==> src/sv/fopm_pkg.sv <==
// ----------------------------------------------------------------------------
// fopm_pkg
// Shared constants and controller/datapath interface types of the
// fourth-order PDM modulator.
// ----------------------------------------------------------------------------
`default_nettype none

package fopm_pkg;

    localparam int OVERSAMPLE = 32;
    localparam int CNT_W      = (OVERSAMPLE > 1) ? $clog2(OVERSAMPLE) : 1;

    localparam int SAMPLE_W = 16;
    localparam int WORD_W   = 32;

    // input offset, threshold and correction
    localparam logic signed [WORD_W-1:0] VMIN   = -32'sd98301;
    localparam logic signed [WORD_W-1:0] THRESH = -32'sd100660224;
    localparam logic [WORD_W-1:0]        CORR   = 32'd196602;

    // error term folded over the history words:
    // e = 1024*d + 1061*h0 - 2667*h1 + 2287*h2 - 665*h3
    localparam logic [WORD_W-1:0] K_H0 = 32'd1061;
    localparam logic [WORD_W-1:0] K_H1 = 32'd2667;
    localparam logic [WORD_W-1:0] K_H2 = 32'd2287;
    localparam logic [WORD_W-1:0] K_H3 = 32'd665;

    typedef struct packed {
        logic load;
        logic step_wn;
        logic step_err;
        logic out_load;
    } cmd_t;

    typedef struct packed {
        logic out_free;
    } status_t;

endpackage

`default_nettype wire

==> src/sv/fopm_datapath.sv <==
// ----------------------------------------------------------------------------
// fopm_datapath
// History words, two-phase loop iteration and output register.
// ----------------------------------------------------------------------------
`default_nettype none

module fopm_datapath (
    input  wire logic                           aclk,
    input  wire logic                           aresetn,
    input  wire fopm_pkg::cmd_t                 cmd,
    output fopm_pkg::status_t                   status,
    input  wire logic [fopm_pkg::SAMPLE_W-1:0]  sample,
    output logic                                m_tvalid,
    input  wire logic                           m_tready,
    output logic [fopm_pkg::WORD_W-1:0]         m_tdata
);

    logic [fopm_pkg::WORD_W-1:0] h0_reg, h1_reg, h2_reg, h3_reg;
    logic [fopm_pkg::WORD_W-1:0] d_reg, d_sh_reg;
    logic [fopm_pkg::WORD_W-1:0] wn_reg, q_reg;
    logic [fopm_pkg::WORD_W-1:0] bits_reg;
    logic [fopm_pkg::WORD_W-1:0] out_reg;
    logic                        out_valid_reg;

    logic [fopm_pkg::WORD_W-1:0] smp_ext;
    logic [fopm_pkg::WORD_W-1:0] d_next;
    logic [fopm_pkg::WORD_W-1:0] wn_next;
    logic [fopm_pkg::WORD_W-1:0] q_next;
    logic [fopm_pkg::WORD_W-1:0] e_val;
    logic                        hit;

    assign smp_ext = {{(fopm_pkg::WORD_W-fopm_pkg::SAMPLE_W){sample[fopm_pkg::SAMPLE_W-1]}},
                      sample};
    assign d_next  = fopm_pkg::VMIN - smp_ext;

    assign wn_next = d_reg + ((h0_reg + h2_reg) << 2) - (h1_reg * 32'd6) - h3_reg;
    assign q_next  = (h0_reg * fopm_pkg::K_H0) - (h1_reg * fopm_pkg::K_H1);
    assign e_val   = d_sh_reg + q_reg + (h2_reg * fopm_pkg::K_H2) - (h3_reg * fopm_pkg::K_H3);
    assign hit     = $signed(e_val) < fopm_pkg::THRESH;

    always_ff @(posedge aclk) begin
        if (!aresetn) begin
            h0_reg <= '0;
            h1_reg <= '0;
            h2_reg <= '0;
            h3_reg <= '0;
        end else if (cmd.step_err) begin
            h3_reg <= h2_reg;
            h2_reg <= h1_reg;
            h1_reg <= h0_reg;
            h0_reg <= wn_reg + (hit ? fopm_pkg::CORR : '0);
        end
    end

    always_ff @(posedge aclk) begin
        if (cmd.load) begin
            d_reg    <= d_next;
            d_sh_reg <= d_next << 10;
            bits_reg <= '0;
        end
        if (cmd.step_wn) begin
            wn_reg <= wn_next;
            q_reg  <= q_next;
        end
        if (cmd.step_err) begin
            bits_reg <= {bits_reg[fopm_pkg::WORD_W-2:0], hit};
        end
        if (cmd.out_load) begin
            out_reg <= bits_reg;
        end
    end

    always_ff @(posedge aclk) begin
        if (!aresetn) begin
            out_valid_reg <= 1'b0;
        end else if (cmd.out_load) begin
            out_valid_reg <= 1'b1;
        end else if (m_tready) begin
            out_valid_reg <= 1'b0;
        end
    end

    assign status.out_free = !out_valid_reg || m_tready;
    assign m_tvalid        = out_valid_reg;
    assign m_tdata         = out_reg;

endmodule

`default_nettype wire

==> src/sv/fopm_ctrl.sv <==
// ----------------------------------------------------------------------------
// fopm_ctrl
// Sequencer for the oversampled loop: accept, iterate in two phases, hand off.
// ----------------------------------------------------------------------------
`default_nettype none

module fopm_ctrl (
    input  wire logic              aclk,
    input  wire logic              aresetn,
    input  wire logic              s_tvalid,
    output logic                   s_tready,
    output fopm_pkg::cmd_t         cmd,
    input  wire fopm_pkg::status_t status
);

    typedef enum logic [3:0] {
        S_IDLE  = 4'b0001,
        S_WN    = 4'b0010,
        S_ERR   = 4'b0100,
        S_FLUSH = 4'b1000
    } state_t;

    state_t                     state_reg, state_next;
    logic [fopm_pkg::CNT_W-1:0] cnt_reg, cnt_next;
    logic                       last;

    assign last = cnt_reg == fopm_pkg::CNT_W'(fopm_pkg::OVERSAMPLE - 1);

    always_comb begin
        state_next   = state_reg;
        cnt_next     = cnt_reg;
        cmd          = '0;
        s_tready     = 1'b0;
        unique case (state_reg)
            S_IDLE: begin
                s_tready = 1'b1;
                if (s_tvalid) begin
                    cmd.load   = 1'b1;
                    cnt_next   = '0;
                    state_next = S_WN;
                end
            end
            S_WN: begin
                cmd.step_wn = 1'b1;
                state_next  = S_ERR;
            end
            S_ERR: begin
                cmd.step_err = 1'b1;
                cnt_next     = cnt_reg + 1'b1;
                state_next   = last ? S_FLUSH : S_WN;
            end
            S_FLUSH: begin
                if (status.out_free) begin
                    cmd.out_load = 1'b1;
                    state_next   = S_IDLE;
                end
            end
            default: begin
                state_next = S_IDLE;
            end
        endcase
    end

    always_ff @(posedge aclk) begin
        if (!aresetn) begin
            state_reg <= S_IDLE;
            cnt_reg   <= '0;
        end else begin
            state_reg <= state_next;
            cnt_reg   <= cnt_next;
        end
    end

endmodule

`default_nettype wire

==> src/sv/fourth_order_pdm_modulator_core.sv <==
// ----------------------------------------------------------------------------
// fourth_order_pdm_modulator_core
// Fourth-order delta-sigma PDM modulator: one 16-bit sample in, one
// 32-bit PDM word out, first iteration in the most significant bit.
// ----------------------------------------------------------------------------
// Sequence: S_IDLE loads the sample, then OVERSAMPLE loop iterations run, each
// in two phases (S_WN, S_ERR); S_FLUSH then loads the output register once free.
// A new sample is accepted only in S_IDLE, after the previous word has left S_FLUSH.
// The next item is accepted while a finished word waits on m_tready.
// Reset: aresetn synchronous, active low; clears history, sequencer and m_tvalid.
// ----------------------------------------------------------------------------
`default_nettype none

module fourth_order_pdm_modulator_core (
    input  wire logic        aclk,
    input  wire logic        aresetn,
    input  wire logic        s_tvalid,
    output logic             s_tready,
    input  wire logic [15:0] s_tdata,   // [15:0] sample
    output logic             m_tvalid,
    input  wire logic        m_tready,
    output logic [31:0]      m_tdata    // [31:0] pdm_bits
);

    fopm_pkg::cmd_t    cmd;
    fopm_pkg::status_t status;

    fopm_ctrl u_ctrl (
        .aclk     (aclk),
        .aresetn  (aresetn),
        .s_tvalid (s_tvalid),
        .s_tready (s_tready),
        .cmd      (cmd),
        .status   (status)
    );

    fopm_datapath u_datapath (
        .aclk     (aclk),
        .aresetn  (aresetn),
        .cmd      (cmd),
        .status   (status),
        .sample   (s_tdata),
        .m_tvalid (m_tvalid),
        .m_tready (m_tready),
        .m_tdata  (m_tdata)
    );

`ifndef SYNTHESIS
    a_busy_after_accept: assert property (@(posedge aclk) disable iff (!aresetn)
        s_tvalid && s_tready |=> !s_tready)
        else $error("input accepted while loop running");

    a_result_ends_run: assert property (@(posedge aclk) disable iff (!aresetn)
        $rose(m_tvalid) |-> s_tready)
        else $error("result handed off without ending the run");

    a_load_needs_room: assert property (@(posedge aclk) disable iff (!aresetn)
        cmd.out_load |-> status.out_free)
        else $error("output register overwritten");
`endif

endmodule

`default_nettype wire
==> config.mk <==
export PLATFORM = sky130hd
export DESIGN_NAME = fourth_order_pdm_modulator_core
export DESIGN_NICKNAME = d
export VERILOG_FILES = /design/src/sv/fopm_pkg.sv /design/src/sv/fopm_datapath.sv /design/src/sv/fopm_ctrl.sv /design/src/sv/fourth_order_pdm_modulator_core.sv
export SDC_FILE = /design/constraint.sdc
export NUM_CORES = 2
export LEC_CHECK = 0
export BUFFER_PORTS_ARGS = -buffer_cell sky130_fd_sc_hd__clkbuf_2
export CAP_MARGIN = 30
export CORE_MARGIN = 1.5
export CORE_UTILIZATION = 35
export DETAILED_ROUTE_END_ITERATION = 12
export PLACE_DENSITY_LB_ADDON = 0.12
export SYNTH_ARGS = -nofsm -noshare
export SYNTH_HDL_FRONTEND = slang
export SYNTH_HIERARCHICAL = 1
export SYNTH_SLANG_ARGS = --single-unit
==> constraint.sdc <==
create_clock -name aclk -period 8.8 [get_ports aclk]
set_input_delay 0.88 -clock aclk [delete_from_list [all_inputs] [get_ports aclk]]
set_output_delay 0.88 -clock aclk [all_outputs]
set_load 0.02 [all_outputs]
# Word-level counts from Yosys, hierarchy flattened
# Cells that the tools add are included.
classes:
  addsub: 11
  multipliers: 5
  n_lt_le_gt_ge: 1
  n_eq_ne: 7
  mux: 18
  n_reduce_logical: 7
ops:
  columns: ["operator", "count"]
  rows:
  - ["$add A32 B32 Y32", 4]
  - ["$sub A32 B32 Y32", 4]
  - ["$mul A32 B12 Y32 const B", 2]
  - ["$mux W32", 2]
  - ["$lt A32 B28 Y1 const B", 1]
  - ["$mul A32 B10 Y32 const B", 1]
  - ["$mul A32 B11 Y32 const B", 1]
  - ["$mul A32 B2 Y31 const B", 1]
  - ["$add A30 B30 Y30", 1]
  - ["$sub A18 B16 Y19 const A", 1]
  - ["$mux W18", 1]
  - ["$pmux W4 S4", 1]
  - ["$mux W4", 3]
  - ["$pmux W5 S2", 1]
  - ["$mux W1", 9]
  - ["$reduce_bool A2 Y1", 3]
  - ["$add A5 B1 Y5 const B", 1]
  - ["$eq A5 B5 Y1 const B", 1]
  - ["$mux W5", 1]
  - ["$eq A4 B1 Y1 const B", 1]
  - ["$eq A4 B2 Y1 const B", 1]
  - ["$eq A4 B3 Y1 const B", 1]
  - ["$eq A4 B4 Y1 const B", 1]
  - ["$ne A2 B2 Y1 const B", 2]
  - ["other kinds (3)", 4]
totals:
  register_bits: 320
  inputBits: 20
  output_inout_bits: 34
  wordCells: 62

# Longest topological paths before layout
logic_depth:
  ltp_word: 6
  mapped_depth: 36
  mapped_depth_nobuf: 35

# Modules after synthesis
# Netlist, hierarchy kept.
modules_own_cells:
  columns: ["module", "instances", "cells_each", "area_per_inst_um2", "seq_area_each_um2"]
  rows:
  - ["fopm_datapath", 1, 3570, 37547.3, 6936.7]
  - ["fopm_ctrl", 1, 54, 506.7, 180.2]

# Worst setup path after synthesis
# No wires, ideal clock.
synth_timing:
  path_kind: "reg2reg"
  startpoint: "register u_datapath/h2_reg[5] in the netlist's numbering"
  endpoint: "register u_datapath/h0_reg[31] in the netlist's numbering"
  setup_ns: 0.128
  t_arrival_ns: 9.356
  required_time_ns: 8.672
  path_slack_ns: -0.684
  stages_incl_launch_ff: 33
  n_path_buf: 0
  period_less_slack_ns: 9.484
  cell_sequence: "dfxtp_1 -> inv_1 -> fa_1 -> inv_1 -> fa_1 -> fa_1 -> inv_1 -> fa_1 -> inv_1 -> fa_1 -> fa_1 -> fa_1 -> ha_1 -> o2111a_1 -> and3_4 -> a2111o_1 -> o211ai_2 -> nand3b_2 -> mux2_2 -> nand4_1 -> or4_1 -> a221oi_2 -> ha_1 -> a21o_1 -> a21o_1 -> a21oi_1 -> o211ai_1 -> a31oi_1 -> o31ai_1 -> a211oi_1 -> nor3_1 -> xnor2_1 -> a21oi_1"
synth_via:
  elab_chain_len: 6
synth_rtl:
  columns: ["element", "line_no", "rtl"]
  rows:
  - ["from (decl)", "fopm_datapath.sv:18", "logic [fopm_pkg::WORD_W-1:0] h0_reg, h1_reg, h2_reg, h3_reg;"]
  - ["from (signal assigned)", "fopm_datapath.sv:49", "h2_reg <= h1_reg;"]
  - ["$mul A32 B12 Y32", "fopm_datapath.sv:38", "assign e_val = d_sh_reg + q_reg + (h2_reg * fopm_pkg::K_H2) - (h3_reg * fopm_pkg::K_H3);"]
  - ["$add A32 B32 Y32", "fopm_datapath.sv:38", null]
  - ["$sub A32 B32 Y32", "fopm_datapath.sv:38", null]
  - ["$lt A32 B28 Y1", "fopm_datapath.sv:39", "assign hit = $signed(e_val) < fopm_pkg::THRESH;"]
  - ["named net u_datapath.hit", "fopm_datapath.sv:30", "logic hit;"]
  - ["$mux W18", "fopm_datapath.sv:51", "h0_reg <= wn_reg + (hit ? fopm_pkg::CORR : '0);"]
  - ["$add A32 B32 Y32", "fopm_datapath.sv:51", null]
  - ["to (signal assigned)", "fopm_datapath.sv:51", null]
  - ["to (decl)", "fopm_datapath.sv:18", null]
# The timed path passes the listed nets, and every way through them passes these cells.
# A chain may end at the register's enable or synchronous reset.

# Worst setup path after layout
layout_timing:
  startpoint: "register u_datapath/h2_reg[5] in the netlist's numbering"
  endpoint: "register u_datapath/h0_reg[29] in the netlist's numbering"
# Same word-level chain as after synthesis.

==> flow_metrics.py <==
metrics = {
    "worst_hold_path": {
        "whs_path_depth": 0,
        "hp-class": "register to register",
    },
    "setup_path": {
        "crit_type": "register to register",
        "crit_family": "adder cells",
        "cpPeakStageDelay_ns": 0.53,
        "cpMaxStageDelayCell": "fa_1",
        "end_kind": "register",
        "timing.reg2reg.worst_path_depth": 36,
        "crit_required_ns": 9.26,
        "cp_num_cells": 36,
        "crit_buf_inv": 7,
        "crit_arrival_ns": 9.55,
        "cp_max_fo": 7,
        "crit_top_cell": "fa_1",
        "start_kind": "register",
    },
    "timing": {
        "worst_clock_skew_ns": 0.0791,
        "whs_ns": 0.414,
        "setup_tns_ns": -3.50,
        "setup_violations": 17,
        "hold_violations": 0,
        "rsz0062_at_grt": "true",
        "finalWorstSetupSlack_ns": -0.296,
        "slew_headroom": 0.291,
        "maxSlewViolCount": 0,
        "fmax_mhz": 110,
        "tightest_slew_ns": 1.05,
        "min_period_ns": 9.10,
        "period_share": 1.03,
    },
    "clock_tree": {
        "holdBufCountCts": 0,
        "cts_tree": "built",
        "cts-buffers-inserted": 42,
        "clk_latency_ns": 0.64,
        "cts_root_buf": "clkbuf_16",
        "path_clk_slew_ns": 0.06,
        "clock_sinks": 283,
        "clk_path_buf_depth": 3,
        "htreeDepth": 2,
    },
    "place": {
        "gp_congestion": 0.823,
        "dp_slack_ns": -0.384,
        "io_buffers": 53,
        "hpwl_mm": 86.3,
    },
    "logic_synthesis": {
        "synthArstFlopShare": 0,
        "syn_inst": 3624,
        "synth-xor-area-share": 0.0490,
        "ys_ff_latch": 283,
        "synth_area_um2": 38100,
        "yosysUniqueCellTypes": 81,
        "synth_edf_count": 145,
        "yosysWarnings": 6,
        "synth-adder-area-share": 0.498,
        "ys.flop_type": "edfxtp_1",
        "muxShareOfSynthArea": 0.0308,
        "synth_seq_area_share": 0.187,
        "synth_top_family_by_area": "adder cells",
        "yosys.area_share.simple": 0.0751,
        "synth_area_per_cell_um2": 10.5,
        "synth_compound_gate_area_share": 0.0642,
        "syn_nets": 4796,
    },
    "floorplanning": {
        "dieArea_um2": 111000,
        "initial_utilization": 0.354,
        "num_io_pins": 54,
        "floorplan.rows": 120,
        "core_area_um2": 108000,
        "die_h_um": 333,
        "chipWidth_um": 333,
    },
    "route": {
        "firstDrtPassIters": 5,
        "wirelength_mm": 103,
        "wl_per_cell_um": 19.3,
        "drt-vias-per-instance": 4.62,
        "drt_iter0_markers": 1062,
        "vias": 24616,
        "route.detailed.drc": 0,
        "ant_nets": 0,
    },
    "run": {
        "maxCapViolCount": 0,
    },
    "layout": {
        "drive_gt1_frac": 0.109,
        "final_net_count": 5063,
        "area_growth_pct": 14.2,
        "final_core_util": 0.404,
    },
    "grt": {
        "grt_max_degree": 74,
        "grt_pass1_vias": 26016,
        "grt_overflow": 0,
        "grt_usage": 0.192,
        "grt_pass1_wl_mm": 159,
        "antenna_found_initial": 1,
    },
    "outcome": {
        "status": "finished with violations",
        "violations": "setup timing",
    },
}
-- cells by family (layout without fill, tap and decap cells) --
kind of cell,after synthesis,in the layout
other cells,0,2
buf+inv,962,1263
flops,283,283
fa+ha+maj,1152,1152
xor+xnor,213,213
compound gates,371,371
simple gates,526,526
mux,117,117
-- final timing paths --
check / start / endpoint / slack (ns)
worst max-delay path: u_datapath/h2_reg[5] / u_datapath/h0_reg[29] / -0.30
worst max register to register: u_datapath/h2_reg[5] / u_datapath/h0_reg[29] / -0.30
worst min-delay path: u_datapath/bits_reg[31] / u_datapath/m_tdata[31] / 0.41
worst min register to register: u_datapath/bits_reg[31] / u_datapath/m_tdata[31] / 0.41
-- per-stage QoR --
step	area [um^2]	std cells
after floorplan	38200	3624
after global placement	41600	5237
after detailed placement	41600	5237
after CTS	43200	5320
after global routing	43500	5328
final	43500	5330
-- layer usage --
metal  GRT usage  vias up  share of wire
met5           0        -              0
met4      0.0518        0          0.027
met3      0.0206       82          0.025
met2       0.339      279           0.51
met1       0.248    12245           0.44
li1            -    12010              -
-- cell usage in the layout, fill, tap and decap left out, types with 17 or more instances in the layout --
master     netlist  final
inv_1          919    910
fa_1           606    605
ha_1           546    538
buf_4            0    201
xnor2_1        158    156
edfxtp_1       145    145
nor2b_1        129    129
dfxtp_1        138    127
mux2i_1        115    115
nor2_1         104    101
a21oi_1        109    101
nand2_1         78     77
o21ai_0         64     60
xor2_1          55     55
clkbuf_2         0     52
a21o_1          46     46
clkbuf_16        0     43
and2_1          40     40
nor3_1          35     31
nand3_1         28     24
nand2b_1        22     22
o21bai_1        17     17
-- final cells by class --
| type | count | area [um^2] |
|---|---|---|
| fill | 10655 | 64000 |
| multi-input combinational | 2379 | 27700 |
| sequential | 283 | 7140 |
| inverter | 919 | 3450 |
| timing repair buffer | 266 | 1970 |
| tap | 1403 | 1760 |
| clock buffer | 55 | 1160 |
| clock inverter | 23 | 243 |
| antenna | 2 | 5.00 |
-- cells in the mapped netlist (15+ instances only) --
cell | count | share of area
ha_1 | 546 | 0.18
xor2_1 | 55 | 0.013
nor2_1 | 104 | 0.010
nor3_1 | 35 | 0.0046
a31oi_1 | 17 | 0.0028
nor2b_1 | 129 | 0.021
and2_1 | 40 | 0.0066
o21ai_0 | 64 | 0.0084
xnor2_1 | 158 | 0.036
clkbuf_1 | 33 | 0.0033
nor3b_1 | 15 | 0.0030
a21o_1 | 46 | 0.0091
mux2i_1 | 115 | 0.030
inv_1 | 919 | 0.091
nand3_1 | 28 | 0.0037
nand2b_1 | 22 | 0.0036
nand2_1 | 78 | 0.0077
edfxtp_1 | 145 | 0.11
fa_1 | 606 | 0.32
o21bai_1 | 17 | 0.0034
a21oi_1 | 109 | 0.014
dfxtp_1 | 138 | 0.073
-- what timing repair did --
action / in CTS / in global routing
endpoints found under the setup margin: 18 / 21
cloned: 0 / 0
buffers inserted: 5 / 8
pin swaps: 35 / 52
gates resized for setup: 24 / 43
Power is left out: the tool's default activity adds up to more than one toggle a clock period on the data nets, which glitch-free logic cannot reach.
